$ cat config.mk
export PLATFORM = sky130hd
export DESIGN_NAME = nttpm_modmul
export DESIGN_NICKNAME = d
export VERILOG_FILES = /design/src/hdl/nttpm_pkg.sv /design/src/hdl/nttpm_modmul.sv
export SDC_FILE = /design/constraint.sdc
export NUM_CORES = 1
export LEC_CHECK = 0
export ABC_AREA = 1
export BUFFER_PORTS_ARGS = -buffer_cell sky130_fd_sc_hd__buf_2
export CAP_MARGIN = 25
export CORE_MARGIN = 8
export CORE_UTILIZATION = 29
export CTS_CLUSTER_DIAMETER = 30
export DETAILED_ROUTE_END_ITERATION = 12
export MAX_ROUTING_LAYER = met4
export PLACE_DENSITY_LB_ADDON = 0.05
export SETUP_SLACK_MARGIN = 0.05
export SYNTH_ARGS = -nofsm -noshare
export SYNTH_HDL_FRONTEND = slang
export SYNTH_SLANG_ARGS = --single-unit
$ cat constraint.sdc
create_clock -name clk -period 7.9 [get_ports clk]
set_input_delay 0.395 -clock clk [delete_from_list [all_inputs] [get_ports clk]]
set_output_delay 0.395 -clock clk [all_outputs]
set_load 0.05 [all_outputs]
$ cat src/hdl/nttpm_pkg.sv
// Shared types, codes and helper functions for the NTT polynomial multiplier.
package nttpm_pkg;

  localparam int COEF_W   = 30;
  localparam int DEG_W    = 9;
  localparam int IDX_W    = 10;
  localparam int CNT_W    = 11;
  localparam int LG_W     = 4;
  localparam int MM_CNT_W = 5;
  localparam int ROOT_GEN = 3;

  localparam logic [COEF_W-1:0] RESET_PRIME = 30'd998244353;

  localparam logic [1:0] REQ_WR_FIRST  = 2'd0;
  localparam logic [1:0] REQ_WR_SECOND = 2'd1;
  localparam logic [1:0] REQ_RUN       = 2'd2;
  localparam logic [1:0] REQ_READ      = 2'd3;

  localparam logic [1:0] STAT_OK      = 2'd0;
  localparam logic [1:0] STAT_RANGE   = 2'd1;
  localparam logic [1:0] STAT_NOT_RUN = 2'd2;

  localparam logic [1:0] CFG_PRIME      = 2'd0;
  localparam logic [1:0] CFG_FIRST_DEG  = 2'd1;
  localparam logic [1:0] CFG_SECOND_DEG = 2'd2;

  typedef enum logic [5:0] {
    S_CLR, S_IDLE, S_LD_RED, S_LD_WAIT, S_RD_ADDR, S_RD_DATA, S_PAD,
    S_XF_START, S_BR_CHK, S_BR_R2, S_BR_R3, S_BR_W2, S_STG_CHK,
    S_PW_RED, S_PW_REDW, S_PW_LOOP, S_PW_MULW, S_PW_SQ, S_PW_SQW,
    S_BLK_INIT, S_BLK_CHK, S_J_CHK, S_J_R1, S_J_R2, S_J_TW, S_J_URED, S_J_UW,
    S_J_WHI, S_J_WLO, S_J_OW, S_XF_END,
    S_PM_CHK, S_PM_R, S_PM_W1, S_PM_S2, S_PM_W2,
    S_RV_CHK, S_RV_R2, S_RV_R3, S_RV_W,
    S_SC_CHK, S_SC_R, S_SC_W, S_RESP
  } state_t;

  typedef struct packed {
    logic              start;
    logic [COEF_W-1:0] a;
    logic [COEF_W-1:0] b;
  } mm_req_t;

  typedef struct packed {
    logic              busy;
    logic              done;
    logic [COEF_W-1:0] res;
  } mm_rsp_t;

  function automatic logic [IDX_W-1:0] bit_rev(input logic [IDX_W-1:0] v,
                                               input logic [LG_W-1:0] lg);
    logic [IDX_W-1:0] r;
    for (int k = 0; k < IDX_W; k++) begin
      r[k] = v[IDX_W-1-k];
    end
    return r >> (LG_W'(IDX_W) - lg);
  endfunction

  function automatic logic [LG_W-1:0] bit_len(input logic [IDX_W-1:0] v);
    logic [LG_W-1:0] len;
    len = '0;
    for (int k = 0; k < IDX_W; k++) begin
      if (v[k]) len = LG_W'(k + 1);
    end
    return len;
  endfunction

endpackage

$ cat src/hdl/nttpm_modmul.sv
// Shared bit-serial modular multiplier: a*b mod m, one bit of b per cycle.
module nttpm_modmul (
  input  logic                    clk,
  input  logic                    rst,
  input  nttpm_pkg::mm_req_t      req,
  input  logic [nttpm_pkg::COEF_W-1:0] m,
  output nttpm_pkg::mm_rsp_t      rsp
);
  import nttpm_pkg::*;

  logic [COEF_W-1:0]   acc;
  logic [COEF_W-1:0]   a_q;
  logic [COEF_W-1:0]   b_q;
  logic [COEF_W-1:0]   m_q;
  logic [MM_CNT_W-1:0] cnt;
  logic                busy;
  logic                done;

  logic [COEF_W:0] dbl;
  logic [COEF_W:0] dbl_red;
  logic [COEF_W:0] sum;
  logic [COEF_W-1:0] acc_next;

  // acc stays below m; double, fold, add a, fold
  always_comb begin
    dbl      = {acc, 1'b0};
    dbl_red  = (dbl >= {1'b0, m_q}) ? dbl - {1'b0, m_q} : dbl;
    sum      = dbl_red + (b_q[COEF_W-1] ? {1'b0, a_q} : '0);
    acc_next = (sum >= {1'b0, m_q}) ? COEF_W'(sum - {1'b0, m_q}) : sum[COEF_W-1:0];
  end

  always_ff @(posedge clk) begin
    if (rst) begin
      busy <= 1'b0;
      done <= 1'b0;
      cnt  <= '0;
    end else begin
      done <= 1'b0;
      if (req.start) begin
        busy <= 1'b1;
        cnt  <= MM_CNT_W'(COEF_W);
        acc  <= '0;
        a_q  <= req.a;
        b_q  <= req.b;
        m_q  <= m;
      end else if (busy) begin
        acc <= acc_next;
        b_q <= b_q << 1;
        cnt <= cnt - MM_CNT_W'(1);
        if (cnt == MM_CNT_W'(1)) begin
          busy <= 1'b0;
          done <= 1'b1;
        end
      end
    end
  end

  assign rsp.busy = busy;
  assign rsp.done = done;
  assign rsp.res  = acc;

endmodule

# == Word level (Yosys, flattened, before mapping) ==
# Cells that the tools add are included.
# op_classes
add_sub_neg,4
n_lt_le_gt_ge,2
eq_ne,1
muxes,12
bitwise,2
n_reduce_logical,5
# op_table
operator,n
$mux W30,5
$ge A31 B30 Y1,2
$add A31 B30 Y31,1
$mux W31,1
$sub A31 B30 Y31,1
$sub A30 B30 Y30,1
$mux W5,2
$eq A5 B1 Y1 const B,1
$sub A5 B1 Y5 const B,1
$mux W1,4
$reduce_and A2 Y1,2
$reduce_or A3 Y1,1
$not A1 Y1,2
$reduce_bool A2 Y1,1
$reduce_or A2 Y1,1
# totals
reg_bits,127
out_inout_bits,32
word_cells,34

# == Longest topological paths before layout ==
# Gate-level depths: netlist of run 1.
# depth
word_depth,6
ltp_mapped,45
mapped_depth_nobuf,42

# == Least setup slack after synthesis of run 1 ==
# No wires, ideal clock.
# synth_path
path_kind,register -> register
startpoint,register acc[8]
endpoint,register acc[20] (data pin)
t_arrival_ps,5304
slack_ps,2343
path_stages_with_launch,40
n_path_buf,3
period_less_slack_ps,5557
path_cell_list,edfxtp_1 -> ha_1 -> nand2_1 -> inv_1 -> nand2_1 -> nand2_1 -> a21oi_1 -> nand2_2 -> nand2_1 -> nand2_2 -> buf_2 -> inv_1 -> clkbuf_1 -> nor2_1 -> ha_1 -> fa_1 -> nand2_1 -> nand3_1 -> (+4 left out) -> xor2_1 -> inv_1 -> ha_1 -> nand2_1 -> nand2_1 -> a21oi_1 -> a21oi_1 -> nor2_1 -> nand2_1 -> nand2_1 -> nand2_1 -> nand2_1 -> nand2_4 -> nor2_8 -> buf_6 -> nand2_1 -> nand2_1 -> nor2_1
# synth_via
elab_chain_cells,6
word_cells_on_any_way,8
cone_classes,add/sub (3); order compare (2); mux (3)
# synth_lines
element,line,rtl
"start, declared",nttpm_modmul.sv:11,logic [COEF_W-1:0] acc;
"start signal, assigned",nttpm_modmul.sv:47,acc <= acc_next;
$sub A31 B30 Y31 or $ge A31 B30 Y1 (tied branches),nttpm_modmul.sv:27,"dbl_red = (dbl >= {1'b0, m_q}) ? dbl - {1'b0, m_q} : dbl;"
$mux W31 *,nttpm_modmul.sv:27,
$add A31 B30 Y31 *,nttpm_modmul.sv:28,"sum = dbl_red + (b_q[COEF_W-1] ? {1'b0, a_q} : '0);"
$sub A30 B30 Y30 or $ge A31 B30 Y1 (tied branches),nttpm_modmul.sv:29,"acc_next = (sum >= {1'b0, m_q}) ? COEF_W'(sum - {1'b0, m_q}) : sum[COEF_W-1:0];"
$mux W30 *,nttpm_modmul.sv:29,
$mux W30 *,nttpm_modmul.sv:46,end else if (busy) begin
# Mark *: on every way between the ends. The rest lies on a longest branch, timed or not. The select of a mux whose other input is x is not followed.
# A chain may end at the register's enable or synchronous reset.

# == Final worst setup path of run 1 ==
# layout_path
startpoint,register acc[28]
endpoint,register acc[14] (data pin)
# layout_via
elab_chain_cells,6
word_cells_on_any_way,8
cone_classes,add/sub (3); order compare (2); mux (3)
# layout_lines
element,line
$sub A31 B30 Y31 or $ge A31 B30 Y1 (tied branches),nttpm_modmul.sv:27
$mux W31 *,nttpm_modmul.sv:27
$add A31 B30 Y31 *,nttpm_modmul.sv:28
$ge A31 B30 Y1 or $sub A30 B30 Y30 (tied branches),nttpm_modmul.sv:29
$mux W30 *,nttpm_modmul.sv:29
$mux W30 *,nttpm_modmul.sv:46
# Marks and branches as above.

==> results of run 1 <==
## cells by family after synthesis
logic type	after synthesis
AOI/OAI and AO/OA	232
xor gates and xnor gates	79
DFF	127
adders and majority gates	96
buffers and inverters	252
and+or+nand+nor	714
## routing by layer
layer / up-vias / GRT usage (%) / routed length, um
met5: - / - / 0
met4: 0 / 6.46 / 1080
met3: 46 / 2.85 / 898
met2: 162 / 28.1 / 17200
met1: 4571 / 22.9 / 18600
li1: 5100 / - / -
## flip-flops by register name (all words and copies together) (netlist names)
name and cells:
a_q 30, acc 30, b_q 30, m_q 30, cnt 5, busy 1
done 1
## placed cells by master, fill, tap and decap left out, types with 3 or more instances in the layout
master / n
nand4_1: 14
buf_2: 124
fa_1: 3
inv_2: 6
clkbuf_16: 17
xnor2_1: 28
edfxtp_1: 120
nand3b_1: 3
nand3_1: 36
a21oi_2: 4
o21bai_1: 13
nand3_2: 4
a31oi_1: 10
nor3_1: 9
bufinv_16: 3
nor2_1: 169
a21o_1: 7
nand2_1: 451
ha_1: 93
dfxtp_1: 7
o21ai_0: 62
inv_1: 218
xor2_1: 51
buf_4: 5
o21ai_1: 21
nand2_2: 7
inv_6: 7
a21oi_1: 104
nor4_1: 5
## synthesized netlist by cell type (15+ instances only)
cell,n
nand3_1,36
xnor2_1,28
nand2_1,451
inv_1,218
o21ai_0,62
a21oi_1,105
clkbuf_1,15
xor2_1,51
edfxtp_1,120
o21ai_1,21
ha_1,93
nor2_1,170
## how the worst min path moves through the flow
| stage | start | to | slack, ns | cells after the start |
|---|---|---|---|---|
| 2_1_floorplan | cnt[4]$_SDFFE_PP0N_ | cnt[4]$_SDFFE_PP0N_ | 0.45 | 2 |
| 3_3_place_gp | cnt[3]$_SDFFE_PP0N_ | cnt[3]$_SDFFE_PP0N_ | 0.47 | 2 |
| 3_5_place_dp | cnt[4]$_SDFFE_PP0N_ | cnt[4]$_SDFFE_PP0N_ | 0.47 | 2 |
| 5_1_grt | m[17] | m_q[17]$_DFFE_PP_ | 0.08 | 1 |
| 6_report | m[13] | m_q[13]$_DFFE_PP_ | 0.11 | 1 |
| 4_1_cts | m[17] | m_q[17]$_DFFE_PP_ | 0.08 | 1 |
## area by class of cell
class / count / area, sq um
clock buffers: 18 / 429
repair buffers: 130 / 678
well taps: 474 / 593
clock inverters: 14 / 178
flip-flops and latches: 127 / 3740
fillers: 4117 / 24600
inverters: 225 / 845
multi-input cells: 1121 / 6120
## critical path, delay by kind of cell, from the launching register on
family,cells,cell delay [ns]
and+or+nand+nor,25,3.02
xor gates and xnor gates,1,0.30
buffers and inverters,4,0.66
AOI/OAI and AO/OA,5,0.74
DFF,1,0.45
adders and majority gates,3,1.14
## through the flow
stage / hold slack [ns] / util, % / setup WS, ns / cell area (sq um) / std cells
3_5_place_dp: 0.469 / 32.2 / 1.30 / 12000 / 2077
2_1_floorplan: 0.453 / - / 2.34 / 10800 / 1500
6_report: 0.113 / 33.8 / 1.30 / 12600 / 2109
5_1_grt: 0.0824 / 33.8 / 0.782 / 12600 / 2109
3_3_place_gp: 0.466 / 32.1 / 1.20 / 12000 / 2076
4_1_cts: 0.0788 / 33.8 / 1.27 / 12600 / 2109
==> results.yml, run 1 <==
die:
  io_pins: 125
  coreArea_sq_um: 37200
  die_width_um: 209
  num_rows: 71
  die_area_sq_um: 43800
  start_util_pct: 29.1
  die_h_um: 209
synthesis:
  synth_flop_cell: "edfxtp_1"
  synthMuxAreaShare_pct: 0
  synth_simple_gate_area_share_pct: 26.9
  yosysSeqAreaShare_pct: 34.5
  syn_inst: 1500
  synth.distinct_cells: 49
  synth_area_leader_cell: "edfxtp_1"
  async_flop_share_pct: 0
  ys_seq_elements: 127
  yosysWarnings: 0
  synth-xor-area-share_pct: 6.38
  synth_compound_area_share_pct: 11.7
  synth.cell_area_sq_um: 10800
  synthAdderAreaFrac_pct: 11.3
  synthTopCellsByArea: "edfxtp_1 (33%), nand2_1 (16%), ha_1 (11%), inv_1 (7.5%), nor2_1 (5.9%)"
  synth_top_area_share_pct: 33.2
  syn_nets: 1689
  synth_top_family_by_area: "simple AND/OR/NAND/NOR gates"
  synth-edff-count: 120
  synth_area_per_cell_sq_um: 7.23
clocking:
  cts_inserted_buffers: 17
  clk_pin_slew_ns: 0.07
  ctsLongestPathBuffers: 2
  cts_setup_buffers: 0
  cts_tree: "done"
  clock-root-buffer: "clkbuf_16"
  cts_hold_buf: 0
  h-tree-depth: 4
  cts_resized: 0
  clk_latency_ns: 0.45
  numClockSinks: 127
routing:
  drt-vias-per-instance: 4.68
  drc: 0
  wirelength_mm: 37.7
  dr.first_iter.drc_count: 424
  dr_total_vias: 9879
  postRouteAntennaNets: 0
  wl_per_cell_um: 17.9
  dr.pass1.iters: 4
layout:
  drive_above_1_share_pct: 11.9
  n_antenna_cell: 0
  final_nets: 1811
  synthToLayoutAreaGrowth_pct: 16.1
global_route:
  grt_pass1_vias: 10308
  antenna_found_initial: 0
  grt_max_degree: 62
  grtUsageTotal_pct: 17.8
  grt_first_pass_wirelength_mm: 57.6
  grt.overflow.total: 0
placed_design:
  globalplace.congestion: 0.916
  portBuffers: 124
  dpl.hpwl_mm: 31.3
worst_setup_path:
  worstPathArrival_ns: 6.80
  cp_common_cell: "nand2_1"
  slowest_stage: "edfxtp_1"
  crit_end: "acc[14]$_SDFFCE_PP0P_"
  r2r-end: "acc[14]$_SDFFCE_PP0P_"
  r2r_start: "acc[28]$_SDFFCE_PP0P_"
  reg2regPathDepth: 38
  slowest_delay_ns: 0.45
  worstPathRequired_ns: 8.11
  cp_max_fo: 34
  startpoint: "acc[28]$_SDFFCE_PP0P_"
  rrSetupSlack_ns: 1.30
  crit_path_end_kind: "register"
  cp-start-kind: "register"
  path_class: "reg -> reg"
timing:
  hold_viol: 0
  rsz0062_at_grt: "false"
  tightest_slew_ns: 0.905
  fin_tns_setup_ns: 0
  fmax_mhz: 152
  maxSlewViolCount: 0
  finalSetupViolations: 0
  relSlewSlack_pct: 39.7
  fin_skew_ns: 0.00984
  post-route-min-period_ns: 6.60
  period_share_pct: 83.5
outcome:
  status: "complete, no violations"
min_path:
  hp-class: "in -> reg"
flow_run:
  cap_violations: 0
Power of run 1 is not shown: default switching activity piles up to over one toggle a cycle in this logic, so the estimate is an artifact.
==> run 2, diff against run 1 <==
Clock period 7.9 ns to 5.66 ns, I/O delays scaled along.
==> run 2 against run 1 <==
Net effect:
- wire length is 13% higher
- register-to-register slack worse by 1.2 ns
- clock skew is 0.0032 ns higher
- critical path depth is 5 higher
- sequential share of layout area is 9.5 points lower
- core utilization is 16 points higher
- largest cell class unchanged
- highest routed layer unchanged
==> results.yml, run 2 (synthesis results as in run 1) <==
worst_setup_path:
  cp-start-kind: "register"
  slowest_delay_ns: 0.41
  r2r-end: "acc[7]$_SDFFCE_PP0P_"
  rrSetupSlack_ns: 0.15
  crit_path_end_kind: "register"
  worstPathRequired_ns: 5.87
  reg2regPathDepth: 43
  r2r_start: "m_q[18]$_DFFE_PP_"
  cp_max_fo: 7
  slowest_stage: "edfxtp_1"
  path_class: "reg -> reg"
  worstPathArrival_ns: 5.72
global_route:
  grt_first_pass_wirelength_mm: 65.3
  grt.overflow.total: 0
  grt_max_degree: 38
  grtUsageTotal_pct: 19.8
  antenna_found_initial: 0
  grt_pass1_vias: 12091
timing:
  relSlewSlack_pct: 37.1
  rsz0062_at_grt: "true"
  post-route-min-period_ns: 5.51
  tightest_slew_ns: 0.943
  setup_ws_ns: 0.152
  hold_viol: 0
  fmax_mhz: 182
  fin_skew_ns: 0.0131
  period_share_pct: 97.3
  finalSetupViolations: 0
  maxSlewViolCount: 0
routing:
  drt-vias-per-instance: 4.43
  drc: 0
  wl_per_cell_um: 16.2
  dr.pass1.iters: 5
  dr.first_iter.drc_count: 338
  wl_met2_mm: 20.3
  dr_total_vias: 11617
  wirelength_mm: 42.5
  wl_met3_um: 968
  routedLengthMet1_mm: 20.4
  top_layer: "met4"
  postRouteAntennaNets: 0
layout:
  fin_cells: 2623
  multiInputGateArea_sq_um: 7870
  final_nets: 2326
  final_common_cell: "buf_4"
  fillers: 3724
  n_antenna_cell: 0
  final_cell_mix: "buf_4 (440), nand2_1 (386), inv_1 (176), nor2_1 (134), buf_2 (124)"
  drive_above_1_share_pct: 45.0
  synthToLayoutAreaGrowth_pct: 70.7
  register_area_sq_um: 3740
die:
  die_width_um: 209
  die_h_um: 209
  die_area_sq_um: 43800
  num_rows: 71
  start_util_pct: 29.1
  io_pins: 125
  coreArea_sq_um: 37200
clocking:
  cts_tree: "done"
  clk_latency_ns: 0.46
  clock-root-buffer: "clkbuf_16"
  cts_inserted_buffers: 17
  numClockSinks: 127
  h-tree-depth: 4
  ctsLongestPathBuffers: 2
  clk_pin_slew_ns: 0.06
placed_design:
  post-place-ws_ns: -0.706
  globalplace.congestion: 0.913
  placed_cells: 2479
  dpl.hpwl_mm: 34.3
  portBuffers: 124
min_path:
  hold_path.startpoint: "m[23]"
  hp-class: "in -> reg"
  min_path_cells: 1
  worst_hold_path.endpoint: "m_q[23]$_DFFE_PP_"
flow_run:
  cap_violations: 0
outcome:
  status: "complete, no violations"
run 2: changes by cell type in the layout (fill, tap and decap cells not counted), moves of 47 or more:
cell	change
buf_4	+435
nand2_1	-65
ha_1	-61
ha_4	+57
dlygate4sd3_1	+55
nand2_2	+53
a21oi_1	-47
run 2: stage by stage:
| stage | area, sq um | util [%] | hold WS, ns | setup TNS [ns] |
|---|---|---|---|---|
| 2_1_floorplan | 10800 | - | 0.382 | 0 |
| 3_3_place_gp | 15000 | 40.3 | 0.460 | -21.94 |
| 3_5_place_dp | 15100 | 40.4 | 0.461 | -20.04 |
| 4_1_cts | 17300 | 46.6 | 0.00754 | 0 |
| 5_1_grt | 18500 | 49.7 | 0.00863 | -4.67 |
| 6_report | 18500 | 49.7 | 0.0317 | 0 |
run 2: layout make-up:
cell class,instances,share of cell area (%)
tap,474,3.21
clock buffer,18,2.32
sequential,127,20.2
inverter,225,4.65
timing repair buffer,644,26.4
clock inverter,13,0.629
multi-input combinational,1122,42.5
run 2: repair_timing:
action	in CTS	in global routing
gates resized for setup	182	238
hold buffers	55	0
cloned	4	1
pin swaps	43	82
setup buffers	31	23
endpoints found under the setup margin	30	30
endpoints found under the hold margin	55	0
run 2: worst max-delay path by stage:
stage / start / end / slack [ns]
floorplan: acc[8]$_SDFFCE_PP0P_ / acc[20]$_SDFFCE_PP0P_ / 0.10
finish: m_q[18]$_DFFE_PP_ / acc[7]$_SDFFCE_PP0P_ / 0.15
global placement: acc[27]$_SDFFCE_PP0P_ / acc[0]$_SDFFCE_PP0P_ / -0.77
CTS: acc[0]$_SDFFCE_PP0P_ / acc[11]$_SDFFCE_PP0P_ / 0.05
global route: m_q[18]$_DFFE_PP_ / acc[7]$_SDFFCE_PP0P_ / -0.19
detailed placement: acc[27]$_SDFFCE_PP0P_ / acc[26]$_SDFFCE_PP0P_ / -0.71
run 2: critical path: cells and delay by family (launching register included):
family                     cells  cell delay (ns)
buffers and inverters         11             1.19
AOI/OAI and AO/OA              3             0.42
adders and majority gates      4             1.04
DFF                            1             0.41
xor gates and xnor gates       1             0.17
and+or+nand+nor               24             2.00
run 2: layer usage:
metal	GRT usage (%)	vias up
met2	32.7	141
met1	25.2	5307
met4	5.08	0
met5	-	-
met3	3.01	37
li1	-	6132
Power of run 2 is left out for the same reason.
==> run 3, diff against run 2 <==
Settings changed: ABC_AREA 1 to default, TNS_END_PERCENT from default to 5.
Clock period 5.66 ns to 7 ns, I/O delays scaled along.
==> run 3 against run 2 <==
Net effect:
- fmax down 21%
- register-to-register slack worse by 0.11 ns
- core utilization down 9.0 points
- synthesized cell count down 25%
==> results.yml, run 3 <==
synthesis:
  ys_seq_elements: 127
  synth_area_per_cell_sq_um: 9.42
  synth_top_area_share_pct: 34.0
  async_flop_share_pct: 0
  syn_inst: 1125
  syn_nets: 1314
  synth_common_cells: "edfxtp_1 (120), a21oi_1 (100), ha_1 (93)"
  synth.cell_area_sq_um: 10600
  synth-edff-count: 120
  synthTopCellsByArea: "edfxtp_1 (34%), ha_1 (11%), a21oi_1 (4.7%), mux2_2 (4.6%), xnor2_1 (3.6%)"
  yosysWarnings: 0
  synth.distinct_cells: 79
  yosysSeqAreaShare_pct: 35.3
  synth_flop_cell: "edfxtp_1"
  synth_area_leader_cell: "edfxtp_1"
  yosysMostFrequentCell: "edfxtp_1"
placed_design:
  dpl.hpwl_mm: 29.4
  globalplace.congestion: 0.828
  placed_cells: 1922
  portBuffers: 124
  dpl_cell_area_sq_um: 13600
timing:
  fin_skew_ns: 0.0175
  post-route-min-period_ns: 6.96
  maxSlewViolCount: 0
  finalSetupViolations: 0
  hold_viol: 0
  tightest_slew_ns: 0.923
  relSlewSlack_pct: 38.3
  period_share_pct: 99.4
  fmax_mhz: 144
  rsz0062_at_grt: "true"
clocking:
  cts_inserted_buffers: 17
  h-tree-depth: 4
  cts_hold_buf: 0
  numClockSinks: 127
  clk_latency_ns: 0.45
  cts_tree: "done"
  clock-root-buffer: "clkbuf_16"
  clk_pin_slew_ns: 0.07
  ctsLongestPathBuffers: 2
routing:
  dr.pass1.iters: 5
  wirelength_mm: 37.4
  postRouteAntennaNets: 0
  drt-vias-per-instance: 4.94
  dr.first_iter.drc_count: 472
  dr_total_vias: 9791
  wl_per_cell_um: 18.9
  drc: 0
worst_setup_path:
  worstPathRequired_ns: 7.20
  cp_max_fo: 15
  rrSetupSlack_ns: 0.04
  slowest_delay_ns: 0.56
  reg2regPathDepth: 27
  worst-path-buf-inv: 3
  slowest_stage: "o41ai_4"
  cp-start-kind: "register"
  crit_path_end_kind: "register"
  r2r-end: "acc[5]$_SDFFCE_PP0P_"
  r2r_start: "acc[25]$_SDFFCE_PP0P_"
  path_class: "reg -> reg"
  worstPathArrival_ns: 7.15
  cp_common_cell: "ha_1"
  cpLargestDelayFamily: "compound AO/OA/AOI/OAI gates"
min_path:
  min_path_cells: 1
  hold_path.startpoint: "req[53]"
  hp-class: "in -> reg"
  worst_hold_path.endpoint: "a_q[23]$_DFFE_PP_"
layout:
  synthToLayoutAreaGrowth_pct: 39.4
  final_cell_area_sq_um: 14800
  final_nets: 1688
  fin_util_pct: 40.7
  fin_cells: 1983
  fillers: 3687
  final_common_cell: "buf_4"
  drive_above_1_share_pct: 37.3
  final_cell_mix: "buf_4 (271), buf_2 (124), edfxtp_1 (120), nand2_1 (89), a21oi_1 (88)"
flow_run:
  cap_violations: 0
global_route:
  grt_pass1_vias: 10143
  grt.overflow.total: 0
  grt_max_degree: 51
  antenna_found_initial: 2
  grtUsageTotal_pct: 17.7
  grt_first_pass_wirelength_mm: 58.0
die:
  coreArea_sq_um: 36300
  die_h_um: 207
  io_pins: 125
  start_util_pct: 29.2
  die_width_um: 207
  die_area_sq_um: 42900
  num_rows: 70
outcome:
  status: "complete, no violations"
run 3: cell type report:
type | instances | area (sq um) | share of cell area [%]
inverter | 63 | 236 | 1.60
clock inverter | 13 | 130 | 0.881
tap | 468 | 586 | 3.96
timing repair buffer | 401 | 2790 | 18.9
antenna | 3 | 7.51 | 0.0508
clock buffer | 19 | 433 | 2.93
multi-input combinational | 889 | 6840 | 46.3
sequential | 127 | 3740 | 25.3
run 3: kinds of logic after synthesis:
kind of cell               count (synthesis)  share of synthesized area [%]
adders and majority gates                 96                           11.6
DFF                                      127                           35.3
and+or+nand+nor                          350                           16.8
buffers and inverters                    110                           4.36
AOI/OAI and AO/OA                        296                           18.4
xor gates and xnor gates                  66                           5.46
muxes                                     80                           8.16
run 3: metal layers:
metal / share of wire, % / vias to the layer above / track usage (%) / wire (um)
met5: 0 / - / - / 0
met4: 1.6 / 0 / 4.68 / 588
met3: 4.0 / 31 / 3.91 / 1490
met2: 46 / 178 / 27.9 / 17100
met1: 49 / 4640 / 22.9 / 18200
li1: - / 4942 / - / -
run 3: how the worst max path moves through the flow:
stage	start	to	slack, ns	cells past startpoint
after detailed placement	acc[17]$_SDFFCE_PP0P_	acc[5]$_SDFFCE_PP0P_	-0.54	29
after global routing	acc[20]$_SDFFCE_PP0P_	acc[5]$_SDFFCE_PP0P_	-0.25	28
final	acc[25]$_SDFFCE_PP0P_	acc[5]$_SDFFCE_PP0P_	0.04	27
after CTS	acc[10]$_SDFFCE_PP0P_	acc[5]$_SDFFCE_PP0P_	0.05	29
after floorplan	acc[19]$_SDFFCE_PP0P_	acc[0]$_SDFFCE_PP0P_	0.04	32
after global placement	acc[17]$_SDFFCE_PP0P_	acc[4]$_SDFFCE_PP0P_	-0.43	29
run 3: stage by stage:
stage	hold WS, ns	setup slack (ns)	TNS, ns
after CTS	0.0368	0.0509	0
final	0.0692	0.0446	0
after floorplan	0.449	0.0411	0
after global routing	0.0410	-0.255	-5.44
after detailed placement	0.529	-0.535	-14.29
after global placement	0.526	-0.425	-11.20
run 3: repair_timing:
| item | in CTS | in global routing |
|---|---|---|
| resized for setup | 55 | 18 |
| pin swaps | 23 | 7 |
| setup endpoints to repair | 30 | 30 |
| buffers inserted | 19 | 4 |
| cloned | 2 | 1 |
Power of run 3 is left out for the same reason.
